--- src/sofr_pkg.sv ---
`default_nettype none

package sofr_pkg;

   // default widths of the accumulators
   localparam int PHASE_BITS_DEF = 32;
   localparam int TAIL_BITS_DEF  = 16;

   // stream and register port widths
   localparam int REQ_DATA_W = 64;
   localparam int REQ_USER_W = 2;
   localparam int RSP_DATA_W = 40;
   localparam int CSR_ADDR_W = 1;
   localparam int CSR_DATA_W = 16;

   // request kinds carried on req_tuser
   typedef enum logic [REQ_USER_W-1:0] {
      CMD_TICK    = 2'd0,
      CMD_START   = 2'd1,
      CMD_RELEASE = 2'd2,
      CMD_STOP    = 2'd3
   } command_type;

   // register indexes
   localparam logic [CSR_ADDR_W-1:0] CSR_VOLUME   = 1'b0;
   localparam logic [CSR_ADDR_W-1:0] CSR_FM_DEPTH = 1'b1;

   localparam logic [6:0] VOLUME_RESET = 7'd127;

   // bit-serial divide by the full-scale volume
   localparam int         DIV_W       = 25;
   localparam int         DIV_CNT_W   = $clog2(DIV_W);
   localparam logic [7:0] VOL_DIVISOR = 8'd127;

   localparam logic [16:0] SAMPLE_MAX = 17'h1FFFF;

   // serial multiplier operand width (widest multiplier operand is the FM factor)
   localparam int MPLIER_W = 32;

   // unity FM factor, Q1.31
   localparam logic [33:0] FM_UNITY = 34'h0_8000_0000;

endpackage

`default_nettype wire

--- src/saw_oscillator_fm_release.sv ---
`default_nettype none

// Sawtooth voice on a PHASE_BITS phase accumulator with FM and an exponential
// release tail. Requests on req_ carry a command in req_tuser: a tick produces
// exactly one result on rsp_; start, release and stop produce none and leave
// the request side ready. A tick of a silent voice goes straight to the emit
// state, which hands a zero result over once the output register is free. A
// tick of a sounding voice runs seven multiplies and two divides by 127
// on one shared shift-add multiplier and one restoring divider, both one bit
// per cycle: a multiply stops when no multiplier bits remain (operands of at
// most 17, 7, TAIL_BITS, 16, 32, 7 and TAIL_BITS-1 bits, the last only while a
// release runs), each divide yields a 25-bit quotient, and the result then
// waits in the emit state for a free output register; the next request is taken
// as soon as the result sits in the output register. The user must write
// volume and fm_depth through csr_ while the voice is idle; it is not enforced.
module saw_oscillator_fm_release #(
   parameter int PHASE_BITS = sofr_pkg::PHASE_BITS_DEF,
   parameter int TAIL_BITS  = sofr_pkg::TAIL_BITS_DEF
) (
   input  wire                              clock,
   input  wire                              reset,
   // request stream
   input  wire                              req_tvalid,
   output logic                             req_tready,
   // req_tdata: phase_step[30:0], note_level[46:31], fm_sample[62:47], zero pad
   input  wire  [sofr_pkg::REQ_DATA_W-1:0]  req_tdata,
   // req_tuser: command[1:0]
   input  wire  [sofr_pkg::REQ_USER_W-1:0]  req_tuser,
   // result stream
   output logic                             rsp_tvalid,
   input  wire                              rsp_tready,
   // rsp_tdata: sample_out[16:0], mod_out[32:17], zero pad
   output logic [sofr_pkg::RSP_DATA_W-1:0]  rsp_tdata,
   // rsp_tuser: voice_active[0]
   output logic                             rsp_tuser,
   // register write port
   input  wire                              csr_we,
   input  wire  [sofr_pkg::CSR_ADDR_W-1:0]  csr_addr,
   input  wire  [sofr_pkg::CSR_DATA_W-1:0]  csr_wdata
);

   localparam int STEP_W  = (PHASE_BITS < 31) ? PHASE_BITS : 31;
   localparam int PROD_S  = 40 + TAIL_BITS;
   localparam int PROD_E  = STEP_W + 32;
   localparam int MUL_W   = (PROD_S > PROD_E) ? PROD_S : PROD_E;
   localparam int unsigned TAIL_ONE   = 1 << (TAIL_BITS - 1);
   localparam int unsigned TAIL_DECAY = (99 * TAIL_ONE + 50) / 100;
   localparam int unsigned TAIL_END   = (TAIL_ONE + 199) / 200;

   typedef enum logic [10:0] {
      ST_IDLE  = 11'b000_0000_0001,
      ST_AMP   = 11'b000_0000_0010,
      ST_VOL   = 11'b000_0000_0100,
      ST_TAIL  = 11'b000_0000_1000,
      ST_SDIV  = 11'b000_0001_0000,
      ST_FM    = 11'b000_0010_0000,
      ST_STEP  = 11'b000_0100_0000,
      ST_MOD   = 11'b000_1000_0000,
      ST_MDIV  = 11'b001_0000_0000,
      ST_DECAY = 11'b010_0000_0000,
      ST_EMIT  = 11'b100_0000_0000
   } state_type;

   // request fields
   sofr_pkg::command_type req_command;
   logic [30:0]           req_phase_step;
   logic [15:0]           req_note_level;
   logic signed [15:0]    req_fm_sample;

   assign req_command    = sofr_pkg::command_type'(req_tuser);
   assign req_phase_step = req_tdata[30:0];
   assign req_note_level = req_tdata[46:31];
   assign req_fm_sample  = req_tdata[62:47];

   // sequencer and voice state
   state_type                   state_ff, state_in;
   logic [PHASE_BITS-1:0]       phase_ff, phase_in;
   logic [STEP_W-1:0]           step_ff, step_in;
   logic [15:0]                 amp_ff, amp_in;
   logic [TAIL_BITS-1:0]        tail_ff, tail_in;
   logic                        sounding_ff, sounding_in;
   logic [6:0]                  volume_ff, volume_in;
   logic [15:0]                 depth_ff, depth_in;
   logic [15:0]                 fm_ff, fm_in;

   // serial multiplier
   logic [MUL_W-1:0]              acc_ff, acc_in;
   logic [MUL_W-1:0]              mcand_ff, mcand_in;
   logic [sofr_pkg::MPLIER_W-1:0] mplier_ff, mplier_in;

   // serial divider by 127
   logic [sofr_pkg::DIV_W-1:0]     dnum_ff, dnum_in;
   logic [6:0]                     rem_ff, rem_in;
   logic [sofr_pkg::DIV_CNT_W-1:0] dcnt_ff, dcnt_in;

   // result staging and output register
   logic [16:0]                     res_sample_ff, res_sample_in;
   logic [15:0]                     res_mod_ff, res_mod_in;
   logic                            rsp_valid_ff, rsp_valid_in;
   logic [sofr_pkg::RSP_DATA_W-1:0] rsp_data_ff, rsp_data_in;
   logic                            rsp_user_ff, rsp_user_in;

   // datapath helpers
   logic                       mul_run, mul_done, div_run, div_done, div_ge;
   logic [MUL_W-1:0]           mul_acc_step;
   logic [7:0]                 div_trial;
   logic [6:0]                 div_rem_next;
   logic [sofr_pkg::DIV_W-1:0] div_quot;
   logic [16:0]                div_sat;
   logic [15:0]                ph16_now, ph16_adv;
   logic [TAIL_BITS-1:0]       tail_eff, tail_next;
   logic [33:0]                fm_corr, fm_factor;
   logic [PHASE_BITS-1:0]      phase_adv;
   logic [MUL_W-1:0]           tail_round;

   assign req_tready = (state_ff == ST_IDLE);
   assign rsp_tvalid = rsp_valid_ff;
   assign rsp_tdata  = rsp_data_ff;
   assign rsp_tuser  = rsp_user_ff;

   // shift-add step: one multiplier bit per cycle, done when no bits remain
   assign mul_run      = state_ff inside {ST_AMP, ST_VOL, ST_TAIL, ST_FM, ST_STEP, ST_MOD,
                                          ST_DECAY};
   assign mul_done     = (mplier_ff == '0);
   assign mul_acc_step = mplier_ff[0] ? acc_ff + mcand_ff : acc_ff;

   // restoring divide step: one quotient bit per cycle, MSB first
   assign div_run      = state_ff inside {ST_SDIV, ST_MDIV};
   assign div_done     = (dcnt_ff == sofr_pkg::DIV_CNT_W'(sofr_pkg::DIV_W - 1));
   assign div_trial    = {rem_ff, dnum_ff[sofr_pkg::DIV_W-1]};
   assign div_ge       = (div_trial >= sofr_pkg::VOL_DIVISOR);
   assign div_rem_next = div_ge ? 7'(div_trial - sofr_pkg::VOL_DIVISOR) : div_trial[6:0];
   assign div_quot     = {dnum_ff[sofr_pkg::DIV_W-2:0], div_ge};
   assign div_sat      = (div_quot > sofr_pkg::DIV_W'(sofr_pkg::SAMPLE_MAX)) ?
                         sofr_pkg::SAMPLE_MAX : div_quot[16:0];

   // gain is unity unless a release runs
   assign ph16_now = phase_ff[PHASE_BITS-1 -: 16];
   assign tail_eff = (tail_ff != '0) ? tail_ff : TAIL_BITS'(TAIL_ONE);

   // FM factor = 2^31 - fm*depth; acc holds depth times the raw fm bits,
   // so a negative fm adds back depth*2^16
   assign fm_corr   = fm_ff[15] ? {2'b00, depth_ff, 16'h0000} : '0;
   assign fm_factor = sofr_pkg::FM_UNITY + fm_corr - acc_ff[33:0];

   // phase advance by (step*factor) >> 31, wrapping
   assign phase_adv = phase_ff + PHASE_BITS'(acc_ff[MUL_W-1:31]);
   assign ph16_adv  = phase_adv[PHASE_BITS-1 -: 16];

   // tail decay, rounded half up
   assign tail_round = acc_ff + MUL_W'(TAIL_ONE / 2);
   assign tail_next  = tail_round[TAIL_BITS-1 +: TAIL_BITS];

   always_comb begin
      state_in      = state_ff;
      phase_in      = phase_ff;
      step_in       = step_ff;
      amp_in        = amp_ff;
      tail_in       = tail_ff;
      sounding_in   = sounding_ff;
      volume_in     = volume_ff;
      depth_in      = depth_ff;
      fm_in         = fm_ff;
      acc_in        = acc_ff;
      mcand_in      = mcand_ff;
      mplier_in     = mplier_ff;
      dnum_in       = dnum_ff;
      rem_in        = rem_ff;
      dcnt_in       = dcnt_ff;
      res_sample_in = res_sample_ff;
      res_mod_in    = res_mod_ff;
      rsp_valid_in  = rsp_valid_ff & ~rsp_tready;
      rsp_data_in   = rsp_data_ff;
      rsp_user_in   = rsp_user_ff;

      // register writes
      if (csr_we) begin
         case (csr_addr)
            sofr_pkg::CSR_VOLUME:   volume_in = csr_wdata[6:0];
            sofr_pkg::CSR_FM_DEPTH: depth_in  = csr_wdata;
            default: ;
         endcase
      end

      // running units
      if (mul_run && !mul_done) begin
         acc_in    = mul_acc_step;
         mcand_in  = mcand_ff << 1;
         mplier_in = mplier_ff >> 1;
      end
      if (div_run) begin
         dnum_in = div_quot;
         rem_in  = div_rem_next;
         dcnt_in = dcnt_ff + 1'b1;
      end

      case (state_ff)
         ST_IDLE: begin
            if (req_tvalid) begin
               case (req_command)
                  sofr_pkg::CMD_START: begin
                     phase_in    = '0;
                     step_in     = req_phase_step[STEP_W-1:0];
                     amp_in      = req_note_level;
                     tail_in     = '0;
                     sounding_in = (req_phase_step[STEP_W-1:0] != '0);
                  end
                  sofr_pkg::CMD_RELEASE: begin
                     if (tail_ff == '0) begin
                        tail_in = TAIL_BITS'(TAIL_ONE);
                     end
                  end
                  sofr_pkg::CMD_STOP: begin
                     step_in     = '0;
                     sounding_in = 1'b0;
                  end
                  default: begin
                     fm_in = req_fm_sample;
                     if (sounding_ff) begin
                        acc_in    = '0;
                        mcand_in  = MUL_W'(amp_ff);
                        mplier_in = sofr_pkg::MPLIER_W'({ph16_now, 1'b0});
                        state_in  = ST_AMP;
                     end else begin
                        res_sample_in = '0;
                        res_mod_in    = '0;
                        state_in      = ST_EMIT;
                     end
                  end
               endcase
            end
         end
         // level times twice the phase
         ST_AMP: begin
            if (mul_done) begin
               acc_in    = '0;
               mcand_in  = acc_ff;
               mplier_in = sofr_pkg::MPLIER_W'(volume_ff);
               state_in  = ST_VOL;
            end
         end
         // times volume
         ST_VOL: begin
            if (mul_done) begin
               acc_in    = '0;
               mcand_in  = acc_ff;
               mplier_in = sofr_pkg::MPLIER_W'(tail_eff);
               state_in  = ST_TAIL;
            end
         end
         // times tail gain, then scale down before the divide
         ST_TAIL: begin
            if (mul_done) begin
               dnum_in  = acc_ff[TAIL_BITS+15 +: sofr_pkg::DIV_W];
               rem_in   = '0;
               dcnt_in  = '0;
               state_in = ST_SDIV;
            end
         end
         ST_SDIV: begin
            if (div_done) begin
               res_sample_in = div_sat;
               acc_in        = '0;
               mcand_in      = MUL_W'(depth_ff);
               mplier_in     = sofr_pkg::MPLIER_W'(fm_ff);
               state_in      = ST_FM;
            end
         end
         // modulator times depth
         ST_FM: begin
            if (mul_done) begin
               acc_in    = '0;
               mcand_in  = MUL_W'(step_ff);
               mplier_in = sofr_pkg::MPLIER_W'(fm_factor);
               state_in  = ST_STEP;
            end
         end
         // step times FM factor, then advance the phase
         ST_STEP: begin
            if (mul_done) begin
               phase_in  = phase_adv;
               acc_in    = '0;
               mcand_in  = MUL_W'(ph16_adv);
               mplier_in = sofr_pkg::MPLIER_W'(volume_ff);
               state_in  = ST_MOD;
            end
         end
         // new phase times volume
         ST_MOD: begin
            if (mul_done) begin
               dnum_in  = acc_ff[sofr_pkg::DIV_W-1:0];
               rem_in   = '0;
               dcnt_in  = '0;
               state_in = ST_MDIV;
            end
         end
         ST_MDIV: begin
            if (div_done) begin
               res_mod_in = div_quot[15:0];
               if (tail_ff != '0) begin
                  acc_in    = '0;
                  mcand_in  = MUL_W'(tail_ff);
                  mplier_in = sofr_pkg::MPLIER_W'(TAIL_DECAY);
                  state_in  = ST_DECAY;
               end else begin
                  state_in = ST_EMIT;
               end
            end
         end
         // decay the tail; the voice ends at the end level
         ST_DECAY: begin
            if (mul_done) begin
               tail_in = tail_next;
               if (tail_next <= TAIL_BITS'(TAIL_END)) begin
                  sounding_in = 1'b0;
                  step_in     = '0;
               end
               state_in = ST_EMIT;
            end
         end
         // hand the result to the output register once it is free
         ST_EMIT: begin
            if (!rsp_valid_ff || rsp_tready) begin
               rsp_valid_in = 1'b1;
               rsp_data_in  = sofr_pkg::RSP_DATA_W'({res_mod_ff, res_sample_ff});
               rsp_user_in  = sounding_ff;
               state_in     = ST_IDLE;
            end
         end
         default: begin
            state_in = ST_IDLE;
         end
      endcase
   end

   always_ff @(posedge clock) begin
      if (reset) begin
         state_ff     <= ST_IDLE;
         phase_ff     <= '0;
         step_ff      <= '0;
         amp_ff       <= '0;
         tail_ff      <= '0;
         sounding_ff  <= 1'b0;
         volume_ff    <= sofr_pkg::VOLUME_RESET;
         depth_ff     <= '0;
         rsp_valid_ff <= 1'b0;
      end else begin
         state_ff     <= state_in;
         phase_ff     <= phase_in;
         step_ff      <= step_in;
         amp_ff       <= amp_in;
         tail_ff      <= tail_in;
         sounding_ff  <= sounding_in;
         volume_ff    <= volume_in;
         depth_ff     <= depth_in;
         rsp_valid_ff <= rsp_valid_in;
      end
   end

   // payload registers
   always_ff @(posedge clock) begin
      fm_ff         <= fm_in;
      acc_ff        <= acc_in;
      mcand_ff      <= mcand_in;
      mplier_ff     <= mplier_in;
      dnum_ff       <= dnum_in;
      rem_ff        <= rem_in;
      dcnt_ff       <= dcnt_in;
      res_sample_ff <= res_sample_in;
      res_mod_ff    <= res_mod_in;
      rsp_data_ff   <= rsp_data_in;
      rsp_user_ff   <= rsp_user_in;
   end

endmodule

`default_nettype wire

--- config.mk ---
export PLATFORM = sky130hd
export DESIGN_NAME = saw_oscillator_fm_release
export DESIGN_NICKNAME = d
export VERILOG_FILES = /design/src/sofr_pkg.sv /design/src/saw_oscillator_fm_release.sv
export SDC_FILE = /design/constraint.sdc
export NUM_CORES = 1
export LEC_CHECK = 0
export BUFFER_PORTS_ARGS = -buffer_cell sky130_fd_sc_hd__buf_2
export CAP_MARGIN = 20
export CORE_ASPECT_RATIO = 0.6
export CORE_UTILIZATION = 50
export CTS_CLUSTER_DIAMETER = 80
export DETAILED_ROUTE_END_ITERATION = 10
export HOLD_SLACK_MARGIN = 0.1
export PLACE_DENSITY = 0.73
export SLEW_MARGIN = 20
export SYNTH_ARGS = -nofsm -noshare
export SYNTH_HDL_FRONTEND = slang
export SYNTH_SLANG_ARGS = --single-unit
--- constraint.sdc ---
create_clock -name clock -period 3.4 [get_ports clock]
set_input_delay 0 -clock clock [delete_from_list [all_inputs] [get_ports clock]]
set_output_delay 0 -clock clock [all_outputs]
set_load 0.03 [all_outputs]
After elaboration in Yosys (flattened, before gate mapping):

Cells that the tools add are included.
Widths: inputs -> output; s select.

* reduce and logical (&&, ||, !) cells: 30
* add/sub/neg operators: 7
* magnitude comparators: 3
* bitwise logic cells: 4
* multiplexer cells: 92
* eq/ne operators: 33

Operator list (number)
* $mux 63: 19
* $mux 32: 14
* $pmux 63 s6: 1
* $pmux 63 s4: 1
* $pmux 32 s6: 1
* $mux 11: 14
* $mux 16: 8
* $pmux 31 s2: 2
* $pmux 11 s11: 1
* $pmux 16 s2: 3
* $mux 31: 3
* $mux 17: 5
* $mux 25: 3
* $pmux 32 s2: 1
* $add 63x63->63: 1
* $pmux 25 s2: 1
* $pmux 17 s2: 1
* $add 32x32->32: 1
* $add 32x32->32 const A: 1
* $logic_not 32->1: 1
* $sub 32x32->32: 1
* $add 31x15->31 const B: 1
* $reduce_bool 31->1: 1
* $mux 7: 4
* other kinds (43): 80

* output and inout port bits: 43
* word-level logic and storage cells: 189
* input bits: 88
* flip-flop bits (word level): 409

Longest topological paths before layout:

Gate-level depths: netlist of run 1.

* depth in word-level cells: 8
* mapped depth: 14
* gate-level depth less buffers: 13

Worst setup path before layout of run 1:

No wires, ideal clock.

* path kind: reg-to-reg
* from: reg acc_ff[0]
* to: reg acc_ff[62]
* required time: 3.328 ns
* slack: 0.015 ns
* data arrival time: 3.314 ns
* clock period less this slack: 3.385 ns
* path buffers: 0
* library setup time: 0.072 ns
* stages on the path, launching flop included: 14
* cell sequence: dfxtp_1 -> ha_1 -> inv_1 -> fa_1 -> nand2b_1 -> a2111oi_0 -> nor4_1 -> a2111oi_1 -> a21oi_1 -> o211ai_1 -> nand2_1 -> a41oi_1 -> mux2i_1 -> mux2i_1

* word-level cells in the longest chain between the ends: 7
* elaborated cells between the ends (all ways): 11
* classes of those cells: 1 x add/sub; 10 x mux

Ends and longest elaborated chain
* from (decl): line saw_oscillator_fm_release.sv:87 `logic [MUL_W-1:0] acc_ff, acc_in;`
* from (signal assigned): line saw_oscillator_fm_release.sv:363 `acc_ff <= acc_in;`
* $add 63x63->63 *: line saw_oscillator_fm_release.sv:125 `assign mul_acc_step = mplier_ff[0] ? acc_ff + mcand_ff : acc_ff;`
* $mux 63 *: line saw_oscillator_fm_release.sv:125
* $mux 63 *: line saw_oscillator_fm_release.sv:186 `if (mul_run && !mul_done) begin`
* $mux 63: line saw_oscillator_fm_release.sv:219 `if (sounding_ff) begin`
* $mux 63: line saw_oscillator_fm_release.sv:200 `case (req_command)`
* $mux 63: line saw_oscillator_fm_release.sv:199 `if (req_tvalid) begin`
* $pmux 63 s4 *: line saw_oscillator_fm_release.sv:197 `case (state_ff)`
* net acc_in[62]: line saw_oscillator_fm_release.sv:87

The timed path passes the listed nets; every way through them passes the cells marked *.
A chain may end at the register's enable or synchronous reset.

Worst setup path after layout of run 1:

* from: reg acc_ff[19]
* to: reg step_ff[27]

* word-level cells in the longest chain between the ends: 4

Ends and longest elaborated chain
* $add 31x15->31: line saw_oscillator_fm_release.sv:151 `assign tail_round = acc_ff + MUL_W'(TAIL_ONE / 2);`
* $le 16x8->1: line saw_oscillator_fm_release.sv:314 `if (tail_next <= TAIL_BITS'(TAIL_END)) begin`
* $ne 2x1->1 (no source line)
* $reduce_and 5->1 (no source line)
* to (signal assigned): line saw_oscillator_fm_release.sv:350 `step_ff <= step_in;`
* to (decl): line saw_oscillator_fm_release.sv:78 `logic [STEP_W-1:0] step_ff, step_in;`

Every way passes these cells.

==> results of run 1 <==
layer usage:
layer | share of wire | vias up | global-route usage
met4 | 0.022 | 6 | 0.08422
met5 | 0.0017 | - | 0
met3 | 0.15 | 137 | 0.1374
li1 | - | 11160 | -
met1 | 0.44 | 11960 | 0.5700
met2 | 0.39 | 1470 | 0.5040
worst min path at each step:
| stage | startpoint | end | slack, ps | cells after the start |
|---|---|---|---|---|
| after CTS | req_tdata[47] | fm_ff[0] | 130 | 2 |
| final | req_tdata[47] | fm_ff[0] | 140 | 2 |
| after global routing | req_tdata[47] | fm_ff[0] | 130 | 2 |
| after global placement | req_tdata[54] | fm_ff[7] | 180 | 1 |
| after floorplan | req_tdata[47] | fm_ff[0] | 100 | 0 |
| after detailed placement | req_tdata[48] | fm_ff[1] | 180 | 1 |
cell usage after synthesis (all sizes together) (8+ instances only):
| cell type | number |
|---|---|
| clkbuf | 133 |
| o21a | 15 |
| o211ai | 17 |
| a211oi | 22 |
| a221o | 9 |
| o21bai | 20 |
| dfxtp | 326 |
| nor2 | 222 |
| a222oi | 17 |
| or2 | 8 |
| o31ai | 8 |
| nor4 | 35 |
| o21ai | 164 |
| a22o | 8 |
| nand4 | 37 |
| edfxtp | 83 |
| o221ai | 9 |
| and3 | 23 |
| a21o | 48 |
| a221oi | 22 |
| mux2i | 138 |
| ha | 129 |
| o22ai | 59 |
| or3 | 8 |
| o2111ai | 8 |
| buf | 50 |
| a31oi | 20 |
| inv | 51 |
| xnor2 | 85 |
| and2 | 45 |
| a21oi | 290 |
| nor3 | 54 |
| nand2 | 400 |
| nand2b | 58 |
| a22oi | 54 |
| nor2b | 18 |
| nand3b | 12 |
| nand3 | 58 |
| xor2 | 45 |
cell families after synthesis:
family | synth area share
fa+ha+maj | 0.06827
compound gates | 0.2171
flops | 0.3722
buf+inv | 0.04075
other cells | 0.0001548
mux | 0.05794
xor+xnor | 0.04699
simple gates | 0.1966
layout by cell type (no fill, tap or decap), types with 19 or more instances in the layout:
| cell type | count |
|---|---|
| inv_1 | 50 |
| mux2i_1 | 137 |
| nor4_1 | 29 |
| xnor2_1 | 85 |
| nand2_1 | 399 |
| nand3_1 | 58 |
| a21o_1 | 48 |
| buf_4 | 212 |
| nor3_1 | 49 |
| dlygate4sd3_1 | 114 |
| xor2_1 | 45 |
| and3_1 | 22 |
| ha_1 | 128 |
| a31oi_1 | 19 |
| edfxtp_1 | 83 |
| o21ai_0 | 157 |
| nand4_1 | 37 |
| o22ai_1 | 59 |
| a22oi_1 | 54 |
| nand2b_1 | 57 |
| buf_2 | 122 |
| a21oi_1 | 286 |
| dfxtp_1 | 324 |
| a221oi_1 | 20 |
| and2_1 | 43 |
| clkbuf_16 | 41 |
| nor2_1 | 215 |
report_power, final:
group	switching (mW)	internal [mW]	leakage (nW)
combinational	1.56	0.714	7.47
sequential	0.138	5.20	3.41
clock	2.03	2.65	0.649
total	3.73	8.56	11.5
cell type report:
cell class	count	area, um^2
clock buffer	53	1091
fill	4176	18400
clock inverter	19	227.7
antenna	1	2.502
multi-input combinational	2251	14490
inverter	51	191.4
tap	640	800.8
timing repair buffer	459	3563
sequential	409	9021
what timing repair did:
item                                   CTS  global route
gates resized for setup                  4            33
buffers inserted                         0             5
setup endpoints to repair                4           125
pin swaps                                0             7
hold buffers                           114             0
endpoints found under the hold margin   94             0
metrics by stage:
step                      utilization  cells  setup TNS, ps
final                          0.6149   3883              0
after global routing           0.6149   3882         -2.446
after CTS                      0.6111   3876              0
after detailed placement       0.5593   3690         -12.27
after global placement         0.5593   3690              0
after floorplan                     -   2894              0
flip-flops by register name, summed over array words and instances (netlist names):
name	flops
step_ff	31
acc_ff	63
rsp_tdata	33
rsp_tvalid	1
dcnt_ff	5
depth_ff	16
amp_ff	16
res_mod_ff	16
mcand_ff	63
state_ff	11
tail_ff	16
res_sample_ff	17
dnum_ff	25
mplier_ff	32
rsp_tuser	1
sounding_ff	1
volume_ff	7
rem_ff	7
fm_ff	16
phase_ff	32
==> flow_summary.toml, run 1 <==
[status]
outcome = "completed"

[clocking]
clock_path_buffers = 3
path_clk_slew_ps = 70
cts_tree = "built"
htree_levels = 2
cts_root_buf = "clkbuf_16"
cts_made_buffers = 40
insertion_delay_ps = 570
clock-sinks = 409

[sta]
setup_viol_count_final = 0
setup_ws_ps = 54.57
maxSlewViolCount = 0
period_share = 0.9840
fmax_ghz = 0.2989
slew-limit-headroom = 0.2297
worst_pin_slew_ps = 1155
min_period_ps = 3345
finClkSkew_ps = 29.21
hold_viol = 0
worst_hold_slack_ps = 143.0

[finish]
area_growth_pct = 21.28
drive_gt1_frac = 0.1481
nNetsFinal = 3431
fin_area_um2 = 29380

[route]
post_drt_wl_per_cell_um = 24.63
antenna_left = 0
drcViolationCount = 0
via_per_inst = 6.368
drt-initial-drc-count = 3298
via_count = 24730
drt-total-wl_um = 95640
firstDrtPassIters = 9

[pwr]
p_per_area_nw_per_um2 = 418.0
power.total_mw = 12.28
leakage_nw = 11.52
ir_drop_v = 0.0004001

[synthesis]
synth_top_area_cell = "dfxtp_1"
syn-instance-count = 2888
synth_area_per_cell_um2 = 8.389
synth.distinct_cells = 84
synth_top_area_frac = 0.2694
synth-edff-count = 83
ys_seq_area_frac = 0.3722
async_reset_ff_frac = 0
yosys_warnings = 0
ys_seq_elements = 409
synth_area_um2 = 24230
synth_area_leaders = "dfxtp_1 27%, edfxtp_1 10%, ha_1 6.7%"
synth_ff_type = "dfxtp_1"

[worst_setup_path]
critical_path.max_fanout = 32
cp.arrival_ps = 3820
reg2reg_to = "step_ff[27]"
crit_path_end = "step_ff[27]"
reg2reg_from = "acc_ff[19]"
cp_slowest_stage_delay_ps = 540
critical_path.cell_chain = "buf_4, nand3_1, nor4_1, buf_4, nand2_1, xnor2_1, nand3_1, nor2_1, a41oi_1, a311oi_4, buf_12, mux2i_1"
cp-end-kind = "register"
crit_slowest_cell = "dfxtp_1"
cp_num_buf_inv = 3
path_depth = 12
crit_type = "register to register"
cp.required_ps = 3870
crit_start = "acc_ff[19]"
path_delay_family = "simple AND/OR/NAND/NOR gates"
reg2reg_depth = 12
regToRegSetupSlack_ps = 50
startpoint_type = "register"

[floorplanning]
io_pins = 131
die_h_um = 172.5
core_area_um2 = 47790
die-area_um2 = 49370
initial_core_util = 0.5070
rows = 62
die_x_um = 286.2

[run]
cap_violations = 0

[place]
io_buffers = 122
placed_area_um2 = 26730
place_hpwl_um = 71290
dp_slack_ps = -12.27
gp_congestion = 1.054

[global_routing]
first_global_vias = 22890
grt_max_degree = 88
overflow = 0
antenna_found_initial = 4
grtUsageTotal = 0.3784
grt_pass1_wl_um = 142300

[worst_hold_path]
hold_path.class = "primary input to register"
Note: power is estimated with default switching activity, not from simulation.
==> run 2, diff against run 1 <==
CELL_PAD_IN_SITES_DETAIL_PLACEMENT = 2   (was default)
CELL_PAD_IN_SITES_GLOBAL_PLACEMENT = 2   (was default)
CORE_UTILIZATION = 34   (was 50)
PLACE_DENSITY = 0.79   (was 0.73)
==> flow_summary.toml, run 2 (synthesis results as in run 1) <==
[status]
outcome = "complete, but fails checks"
violations = "negative setup slack"

[worst_setup_path]
cp.arrival_ps = 3910
startpoint_type = "register"
cp-end-kind = "register"
crit_slowest_cell = "dfxtp_1"
critical_path.max_fanout = 5
cp.required_ps = 3900
path_delay_family = "compound AO/OA/AOI/OAI gates"
path_common_cell = "buf_4"
regToRegSetupSlack_ps = -7
crit_type = "register to register"
cp_slowest_stage_delay_ps = 470
critical_path.cell_chain = "ha_1, buf_4, a21oi_4, o21a_1, nor2b_1, a21oi_2, buf_4, o2111ai_2, a21oi_1, nor2_2, buf_4, o21ai_0, and3_1, nor3_1"
cp_num_buf_inv = 3

[pwr]
seqPwrFrac = 0.402
switchingPower_mw = 4.443
power.internal_mw = 8.900
clkPwrFrac = 0.409
ir_drop_v = 0.0003525
p_comb_frac = 0.189
p_per_area_nw_per_um2 = 436.4
leakage_nw = 11.88
power.total_mw = 13.34
swShare = 0.3330

[global_routing]
grt_max_degree = 69
overflow = 0
antenna_found_initial = 9
grtUsageTotal = 0.3439
first_global_vias = 27540
grt_pass1_wl_um = 187100

[worst_hold_path]
hold_path.class = "primary input to register"

[sta]
tns_ps = -7.113
min_period_ps = 3407
hold_viol = 0
maxSlewViolCount = 0
worst_hold_slack_ps = 138.5
period_share = 1.002
fmax_ghz = 0.2935
rsz0062_at_grt = "yes"
setup_viol_count_final = 1
setup_ws_ps = -7.113
worst_pin_slew_ps = 1057
slew-limit-headroom = 0.2955
finClkSkew_ps = 34.84

[route]
firstDrtPassIters = 8
antenna_left = 0
via_per_inst = 6.204
drt-initial-drc-count = 2896
drt-total-wl_um = 129400
post_drt_wl_per_cell_um = 30.67
drcViolationCount = 0
via_count = 26170

[place]
placed_area_um2 = 27130
place_hpwl_um = 90090
gp_congestion = 0.9748
io_buffers = 122

[finish]
drive_gt1_frac = 0.1684
mostFrequentLayoutCells = "399 x nand2_1, 317 x dfxtp_1, 282 x a21oi_1"
nNetsFinal = 3474
fin_area_um2 = 30570
fillerInstances = 7609
final_common_cell = "nand2_1"
utilization = 0.4356
area_growth_pct = 26.19
multi_input_area_um2 = 14710
register_area_um2 = 9030

[clocking]
cts_tree = "built"
insertion_delay_ps = 640
htree_levels = 2
clock_path_buffers = 3
cts_made_buffers = 44
path_clk_slew_ps = 80
clock-sinks = 409
cts_root_buf = "clkbuf_16"

[floorplanning]
die-area_um2 = 72370
rows = 75
io_pins = 131
die_h_um = 208.8
initial_core_util = 0.3452
core_area_um2 = 70190
die_x_um = 346.6

[run]
cap_violations = 0
[run 2: area by class of cell]
type,count,area share
Antenna cell,4,0.0003274
Inverter,51,0.006343
Tap cell,924,0.03781
Clock buffer,54,0.04064
Sequential cell,409,0.2953
Multi-Input combinational cell,2251,0.4811
Clock inverter,27,0.009699
Timing Repair Buffer,498,0.1287
[run 2: worst paths after layout]
path / start / endpoint / depth (start not counted)
worst max register to register: mcand_ff[8] / acc_ff[47] / 14
worst max-delay path: mcand_ff[8] / acc_ff[47] / 14
worst min register to register: res_sample_ff[6] / rsp_tdata[6] / 0
worst min-delay path: req_tdata[61] / fm_ff[14] / 2
[run 2: power groups by stage]
stage,logic [mW],registers [mW],clock network [mW]
detailed placement,2.18,5.45,0
floorplan,1.17,5.40,0
CTS,2.31,5.34,5.40
global route,2.59,5.37,5.66
finish,2.52,5.36,5.46
global placement,2.09,5.43,0
[run 2: what timing repair did]
item / in CTS / in global routing
gates cloned: 0 / 1
pin swaps: 1 / 15
gates resized for setup: 13 / 88
endpoints found under the setup margin: 16 / 177
hold buffers: 141 / 0
endpoints found under the hold margin: 127 / 0
setup buffers: 0 / 7
[run 2: stage by stage]
step | setup WS, ps | instances
detailed placement | -331.6 | 3984
global route | -146.3 | 4216
global placement | -254.9 | 3984
floorplan | 14.87 | 2894
finish | -7.113 | 4218
CTS | 15.76 | 4206
[run 2: per-layer routing]
layer | track usage | vias up | share of wire
met5 | 0 | - | 0.00016
met4 | 0.1150 | 4 | 0.034
met3 | 0.06053 | 235 | 0.088
met2 | 0.5264 | 1212 | 0.44
met1 | 0.4867 | 13460 | 0.44
li1 | - | 11260 | -
